## config.mk

```make
export PLATFORM = sky130hd
export DESIGN_NAME = paley_hadamard_entry_generator
export DESIGN_NICKNAME = d
export VERILOG_FILES = /design/src/rtl/core/phe_pkg.sv /design/src/rtl/core/phe_ctrl.sv /design/src/rtl/core/phe_dp.sv /design/src/rtl/core/paley_hadamard_entry_generator.sv
export SDC_FILE = /design/constraint.sdc
export NUM_CORES = 2
export LEC_CHECK = 0
export ABC_AREA = 1
export BUFFER_PORTS_ARGS = -buffer_cell sky130_fd_sc_hd__buf_2
export CAP_MARGIN = 10
export CORE_MARGIN = 5
export CORE_UTILIZATION = 43
export CTS_CLUSTER_DIAMETER = 150
export DETAILED_ROUTE_END_ITERATION = 7
export PLACE_DENSITY = 0.6
export SETUP_SLACK_MARGIN = 0.1
export SYNTH_ARGS = -nofsm -noshare
export SYNTH_HDL_FRONTEND = slang
export SYNTH_HIERARCHICAL = 1
export SYNTH_SLANG_ARGS = --single-unit
```

## constraint.sdc

```tcl
create_clock -name clk -period 30.2 [get_ports clk]
set_clock_uncertainty 0.05 [all_clocks]
set_input_delay 4.53 -clock clk [delete_from_list [all_inputs] [get_ports clk]]
set_output_delay 4.53 -clock clk [all_outputs]
set_load 0.05 [all_outputs]
```

## src/rtl/core/phe_pkg.sv

```systemverilog
// ----------------------------------------------------------------------------
// phe_pkg
// Shared types and constants for the Paley type-I Hadamard entry generator.
// ----------------------------------------------------------------------------
package phe_pkg;

	localparam int MAX_ORDER = 1024;
	localparam int ORDER_W   = 11;
	localparam int IDX_W     = 10;
	localparam int ADDR_W    = $clog2(MAX_ORDER);

	localparam logic [ORDER_W-1:0] ORDER_RESET = ORDER_W'(4);
	localparam logic [ORDER_W-1:0] ORDER_MAX   = ORDER_W'(MAX_ORDER);

	localparam logic signed [1:0] VAL_POS  = 2'sb01;
	localparam logic signed [1:0] VAL_NEG  = 2'sb11;
	localparam logic signed [1:0] VAL_NONE = 2'sb00;

	typedef struct packed {
		logic [IDX_W-1:0] row_index;
		logic [IDX_W-1:0] col_index;
	} req_t;

	typedef struct packed {
		logic signed [1:0] entry_value;
		logic              index_error;
	} rsp_t;

	// controller -> datapath
	typedef struct packed {
		logic build_init;
		logic clear_en;
		logic mark_en;
		logic load_s1;
		logic load_out;
	} phe_cmd_t;

	// datapath -> controller
	typedef struct packed {
		logic need_table;
		logic clear_last;
		logic mark_last;
		logic mark_none;
	} phe_sts_t;

endpackage

```

## src/rtl/core/phe_ctrl.sv

```systemverilog
// ----------------------------------------------------------------------------
// phe_ctrl
// Sequencer for the table build and handshake control for the request and
// response channels.
// ----------------------------------------------------------------------------
module phe_ctrl
	import phe_pkg::*;
(
	input  logic     clk,
	input  logic     arst_n,
	input  logic     req_valid,
	output logic     req_ready,
	output logic     rsp_valid,
	input  logic     rsp_ready,
	input  logic     cfg_we,
	input  phe_sts_t sts,
	output phe_cmd_t cmd
);

	localparam logic [1:0] ST_RUN   = 2'd0;
	localparam logic [1:0] ST_CLEAR = 2'd1;
	localparam logic [1:0] ST_MARK  = 2'd2;

	logic [1:0] state_q;
	logic [1:0] state_d;
	logic       table_ready_q;
	logic       table_ready_d;
	logic       valid_s1;
	logic       out_valid_q;
	logic       start_build;
	logic       accept;
	logic       move_out;

	assign start_build = (state_q == ST_RUN) && req_valid && sts.need_table && !table_ready_q;
	assign move_out    = valid_s1 && (!out_valid_q || rsp_ready);
	assign req_ready   = (state_q == ST_RUN) && !(sts.need_table && !table_ready_q) &&
	                     (!valid_s1 || move_out);
	assign accept      = req_valid && req_ready;
	assign rsp_valid   = out_valid_q;

	always_comb begin
		state_d       = state_q;
		table_ready_d = table_ready_q;
		cmd           = '0;
		cmd.load_s1   = accept;
		cmd.load_out  = move_out;
		case (state_q)
			ST_RUN: begin
				if (start_build) begin
					cmd.build_init = 1'b1;
					state_d        = ST_CLEAR;
				end
			end
			ST_CLEAR: begin
				cmd.clear_en = 1'b1;
				if (sts.clear_last) begin
					if (sts.mark_none) begin
						state_d       = ST_RUN;
						table_ready_d = 1'b1;
					end else begin
						state_d = ST_MARK;
					end
				end
			end
			ST_MARK: begin
				cmd.mark_en = 1'b1;
				if (sts.mark_last) begin
					state_d       = ST_RUN;
					table_ready_d = 1'b1;
				end
			end
			default: begin
				state_d = ST_RUN;
			end
		endcase
		// new order invalidates the table
		if (cfg_we)
			table_ready_d = 1'b0;
	end

	always_ff @(posedge clk or negedge arst_n) begin
		if (!arst_n) begin
			state_q       <= ST_RUN;
			table_ready_q <= 1'b0;
			valid_s1      <= 1'b0;
			out_valid_q   <= 1'b0;
		end else begin
			state_q       <= state_d;
			table_ready_q <= table_ready_d;
			if (accept)
				valid_s1 <= 1'b1;
			else if (move_out)
				valid_s1 <= 1'b0;
			if (move_out)
				out_valid_q <= 1'b1;
			else if (rsp_ready)
				out_valid_q <= 1'b0;
		end
	end

endmodule

```

## src/rtl/core/phe_dp.sv

```systemverilog
// ----------------------------------------------------------------------------
// phe_dp
// Order register, residue table with its build counters, lookup stage and
// response register.
// ----------------------------------------------------------------------------
module phe_dp
	import phe_pkg::*;
(
	input  logic               clk,
	input  logic               arst_n,
	input  logic               cfg_we,
	input  logic [ORDER_W-1:0] cfg_wdata,
	input  req_t               req,
	output rsp_t               rsp,
	input  phe_cmd_t           cmd,
	output phe_sts_t           sts
);

	logic [ORDER_W-1:0] order_q;
	logic [ORDER_W-1:0] n_eff;
	logic [ADDR_W-1:0]  p;
	logic [ADDR_W-1:0]  half;
	logic [ADDR_W-1:0]  cnt_q;
	logic [ADDR_W-1:0]  i_q;
	logic [ADDR_W-1:0]  sq_q;
	logic [ADDR_W-1:0]  odd_q;
	logic [ADDR_W:0]    sq_sum;
	logic [ADDR_W-1:0]  sq_next;
	logic               idx_err;
	logic               edge_pos;
	logic [ADDR_W-1:0]  diff;
	logic [ADDR_W-1:0]  rd_addr;
	logic               mem [MAX_ORDER];
	logic               rd_s1;
	logic               err_s1;
	logic               pos_s1;
	logic               zero_s1;
	rsp_t               out_q;

	assign n_eff = (order_q > ORDER_MAX) ? ORDER_MAX : order_q;
	assign p     = ADDR_W'(n_eff - ORDER_W'(1));
	assign half  = (p - ADDR_W'(1)) >> 1;

	assign idx_err  = ({1'b0, req.row_index} >= n_eff) || ({1'b0, req.col_index} >= n_eff);
	assign edge_pos = (req.row_index == '0) || (req.col_index == '0);
	assign diff     = ADDR_W'(req.col_index) - ADDR_W'(req.row_index);
	// (c - r) mod p with 1 <= r,c <= p
	assign rd_addr  = (req.col_index >= req.row_index) ? diff : diff + p;

	// incremental square: (i+1)^2 = i^2 + (2i+1), reduced once mod p
	assign sq_sum  = {1'b0, sq_q} + {1'b0, odd_q};
	assign sq_next = (sq_sum >= {1'b0, p}) ? ADDR_W'(sq_sum - {1'b0, p}) : ADDR_W'(sq_sum);

	assign sts.need_table = !idx_err && !edge_pos;
	assign sts.clear_last = (cnt_q == p - ADDR_W'(1));
	assign sts.mark_last  = (i_q == half);
	assign sts.mark_none  = (half == '0);

	always_ff @(posedge clk or negedge arst_n) begin
		if (!arst_n)
			order_q <= ORDER_RESET;
		else if (cfg_we)
			order_q <= cfg_wdata;
	end

	always_ff @(posedge clk) begin
		if (cmd.build_init) begin
			cnt_q <= '0;
			i_q   <= ADDR_W'(1);
			sq_q  <= ADDR_W'(1);
			odd_q <= ADDR_W'(3);
		end else begin
			if (cmd.clear_en)
				cnt_q <= cnt_q + ADDR_W'(1);
			if (cmd.mark_en) begin
				i_q   <= i_q + ADDR_W'(1);
				sq_q  <= sq_next;
				odd_q <= odd_q + ADDR_W'(2);
			end
		end
	end

	always_ff @(posedge clk) begin
		if (cmd.clear_en)
			mem[cnt_q] <= 1'b0;
		else if (cmd.mark_en)
			mem[sq_q] <= 1'b1;
	end

	always_ff @(posedge clk) begin
		if (cmd.load_s1) begin
			rd_s1   <= mem[rd_addr];
			err_s1  <= idx_err;
			pos_s1  <= edge_pos;
			zero_s1 <= (rd_addr == '0);
		end
	end

	always_ff @(posedge clk) begin
		if (cmd.load_out) begin
			out_q.index_error <= err_s1;
			if (err_s1)
				out_q.entry_value <= VAL_NONE;
			else if (pos_s1 || (!zero_s1 && rd_s1))
				out_q.entry_value <= VAL_POS;
			else
				out_q.entry_value <= VAL_NEG;
		end
	end

	assign rsp = out_q;

endmodule

```

## src/rtl/core/paley_hadamard_entry_generator.sv

```systemverilog
// ----------------------------------------------------------------------------
// paley_hadamard_entry_generator
// Entries of the normalized Paley type-I Hadamard matrix of order n.
// ----------------------------------------------------------------------------
// Usage:
//   cfg_we/cfg_wdata load the order n (reset value 4); write only while idle.
//   Each request on req (valid/ready) carries a row and column index; one
//   response on rsp (valid/ready) returns +1/-1, or 0 with index_error set
//   when an index is not below n (orders above 1024 act as 1024).
//   rsp_valid rises once an accepted request has passed the table read stage
//   and the response register. While rsp_ready stays high and no table build
//   is pending, one request per cycle is sustained: the read stage and the
//   response register let a new request in while a response waits.
//   The first request that needs the residue table after reset or an order
//   write stalls req_ready for the build: a start step, then clearing the p
//   table entries and marking the squares of 1 to (p-1)/2, p = n-1, one
//   table write per cycle.
//   Requests on row 0 or column 0, and out-of-range ones, never need it.
//   Reset drops both valids and marks the table stale. When the receiver
//   stalls, the response holds and one more request can still be taken.
// ----------------------------------------------------------------------------
module paley_hadamard_entry_generator
	import phe_pkg::*;
(
	input  logic               clk,
	input  logic               arst_n,
	input  logic               req_valid,
	output logic               req_ready,
	input  req_t               req,
	output logic               rsp_valid,
	input  logic               rsp_ready,
	output rsp_t               rsp,
	input  logic               cfg_we,
	input  logic [ORDER_W-1:0] cfg_wdata
);

	phe_cmd_t cmd;
	phe_sts_t sts;

	phe_ctrl u_ctrl (
		.clk       (clk),
		.arst_n    (arst_n),
		.req_valid (req_valid),
		.req_ready (req_ready),
		.rsp_valid (rsp_valid),
		.rsp_ready (rsp_ready),
		.cfg_we    (cfg_we),
		.sts       (sts),
		.cmd       (cmd)
	);

	phe_dp u_dp (
		.clk       (clk),
		.arst_n    (arst_n),
		.cfg_we    (cfg_we),
		.cfg_wdata (cfg_wdata),
		.req       (req),
		.rsp       (rsp),
		.cmd       (cmd),
		.sts       (sts)
	);

endmodule

```

==> metrics.cfg <==
[timing]
rsz0062_at_grt = no
tns_ns = 0
fin_crit_ns = 11.27
maxSlewHeadroom_pct = 16.35
maxSlewViolCount = 0
tightestPinTransition_ns = 1.252
hold_viol = 0
period_share_pct = 37.32
setup_viol = 0
fmax_mhz = 88.72

[synth]
yosys.area_share.simple_pct = 25.51
synth_compound_area_share_pct = 4.377
synthMuxAreaShare_pct = 0.06253
ys_seq_area_share_pct = 59.49
synth_cells = 6141
syn_area_per_cell_um2 = 8.798
synth_top_family_by_area = simple AND/OR/NAND/NOR gates
synthAdderAreaFrac_pct = 1.607
syn_nets = 6244
ys_dominant_reg_cell = edfxtp_1
syn_area_um2 = 54030
synth_xor_area_share_pct = 0.8036
synth_edf_count = 1031
synth_seq_cells = 1086
yosysUniqueCellTypes = 52
ys_async_sr_fraction_pct = 1.473
ys_warn_count = 6

[place]
routabilityCongestion = 0.8393
port_buffers = 40
dp_hpwl_um = 83010
dpl-instance-area_um2 = 55350

[pwr]
power_leakage_nw = 22.71
pwr-share-clk_pct = 30.1
ir_worst_vdd_uv = 55.89
combPwrFrac_pct = 33.6
power_mw = 4.622
internal-power_mw = 2.829
switching_share_pct = 38.80
p_seq_share_pct = 36.3
power.density_nw_per_um2 = 78.29
p_switching_mw = 1.793

[clock_tree]
ctsHoldBuffers = 0
clkLatencyLatePin_ns = 0.74
clock_path_buffers = 3
root_buffer = clkbuf_16
cts_buffers = 115
postCtsSetupBuffers = 0
cts.sinks = 1086
cts_max_level = 3
cts_resized = 0
path_clk_slew_ns = 0.06
tritoncts = done

[die]
core_area_um2 = 125200
start_util_pct = 43.14
row_count = 130
dieArea_um2 = 132800
die_x_um = 364.5
die_h_um = 364.5
ios = 41

[layout]
drive_above_1_share_pct = 6.125
finalNetCount = 6069
syn_to_final_growth_pct = 9.259
fill_cells = 12020
final_area_um2 = 59030

[route]
wl_per_cell_um = 20.97
ant_nets = 0
firstDrtPassIters = 6
num_vias = 41180
drc = 0
routed_via_density = 5.340
dr.first_iter.drc_count = 4498
drt-total-wl_um = 161700

[critical_path]
required_ns = 25.62
startpoint_type = primary input
arrival_ns = 6.69
criticalPathCategory = primary input to output port
cp_max_fo = 3
worstSetupEndpointType = output port

[min_path]
hold_path_class = flip-flop to flip-flop

[global_routing]
grt.total_usage_pct = 24.01
grt_pass1_vias = 38890
antenna_found_initial = 7
overflow = 0
grt_pass1_wl_um = 240200
grt_max_degree = 258

[job]
maxCapViolations = 0

[run_status]
status = completed

layout by cell type (no fill, tap or decap), types with 18 or more instances in the layout:
cell type / count
nand2_1: 1517
nor2_1: 1233
edfxtp_1: 1031
inv_1: 677
nand3_1: 531
o21ai_0: 184
clkbuf_16: 116
a21oi_1: 109
buf_4: 74
o211ai_1: 71
ha_1: 63
buf_2: 40
dfxtp_1: 39
clkbuf_1: 34
nor3_1: 34
xor2_1: 30
nand2_2: 29
clkinv_1: 24
clkinv_2: 18
per-layer routing:
metal | track usage, % | routed length [µm]
met3 | 4.922 | 13170
met5 | 0 | 20
met1 | 30.79 | 65690
met4 | 10.11 | 7388
met2 | 39.84 | 75420
sequential cells by signal, indices dropped and copies added, names as in the netlist:
signal	cells
u_dp/rsp	3
u_dp/order_q	11
u_ctrl/table_ready_q	1
u_dp/cnt_q	10
u_ctrl/valid_s1	1
u_dp/sq_q	10
u_dp/mem	1024
u_dp/err_s1	1
u_dp/rd_s1	1
u_ctrl/state_q	2
u_dp/pos_s1	1
u_ctrl/rsp_valid	1
u_dp/zero_s1	1
u_dp/odd_q	9
u_dp/i_q	10
synth_stat cells (30+ instances only):
library cell  count  area [µm²]
edfxtp_1       1031       30960
buf_2           150       750.7
dfxtp_1          39       780.8
a21oi_1         109       545.5
nand2_1        1537        5769
clkbuf_1        218       818.3
nor3_1           35       175.2
o21ai_0         184       920.9
xor2_1           30       262.8
nor2_1         1237        4643
inv_1           677        2541
nand3_1         545        2728
ha_1             63       788.3
o211ai_1         71       533.0
worst paths after layout:
path | startpoint | end | slack, ns | cells after the start
setup / recovery | req[12] | req_ready | 18.93 | 18
hold / removal | u_dp/odd_q[9]$_SDFFE_PP0P_ | u_dp/odd_q[9]$_SDFFE_PP0P_ | 0.42 | 2
setup reg to reg | u_dp/order_q[0]$_DFFE_PN0P_ | u_dp/rd_s1$_DFFE_PP_ | 23.05 | 23
hold reg to reg | u_dp/odd_q[9]$_SDFFE_PP0P_ | u_dp/odd_q[9]$_SDFFE_PP0P_ | 0.42 | 2
max in group asynchronous | arst_n | u_dp/order_q[2]$_DFFE_PN1P_ | 26.11 | 1
min in group asynchronous | arst_n | u_ctrl/valid_s1$_DFFE_PN0P_ | 3.67 | 1
worst max-delay path: stages:
cell and delay (ns):
buf_2 0.11, ha_1 0.30, a21oi_1 0.14, o21ai_0 0.10
a21o_1 0.16, a21oi_1 0.13, nor2_1 0.07, a211oi_1 0.17
o21ai_0 0.11, nand2_1 0.06, nand3_1 0.06, nand2_1 0.06
nand3_1 0.09, nor2_1 0.14, nand2_1 0.07, nand2_1 0.12
nor2_1 0.06, buf_2 0.21
power by group through the flow:
stage          combinational (mW)  sequential (mW)  clock [mW]
4_1_cts                      1.53             1.68        1.42
3_5_place_dp                 1.53             1.71           0
5_1_grt                      1.67             1.68        1.48
6_report                     1.55             1.68        1.39
2_1_floorplan               0.955             1.70           0
3_3_place_gp                 1.52             1.71           0
cells by family after synthesis:
logic type,Yosys count
AOI/OAI and AO/OA,415
xor gates and xnor gates,47
adders and majority gates,67
buffers and inverters,1103
DFF,1086
muxes,3
and+or+nand+nor,3420
final cells by class:
class                           instances  area [µm²]  area share, %
Sequential cell                      1086       32140          54.45
Multi-Input combinational cell       3952       17710          30.01
Clock buffer                          151        3044          5.157
Inverter                              691        2595          4.396
Tap cell                             1650        2064          3.497
Timing Repair Buffer                  120       878.3          1.488
Clock inverter                         57       581.8         0.9856
Antenna cell                            4       10.01        0.01696
through the flow:
stage          hold slack [ns]  util (%)  cells  setup slack (ns)
6_report                0.4240     47.13   7711             18.93
3_5_place_dp            0.4179     44.19   7497             18.74
4_1_cts                 0.4319     47.09   7705             18.95
3_3_place_gp            0.4140     44.19   7497             18.83
2_1_floorplan           0.3924         -   6141            0.8892
5_1_grt                 0.4548     47.12   7707             18.74
No activity file was read; power rests on OpenSTA's default activity.
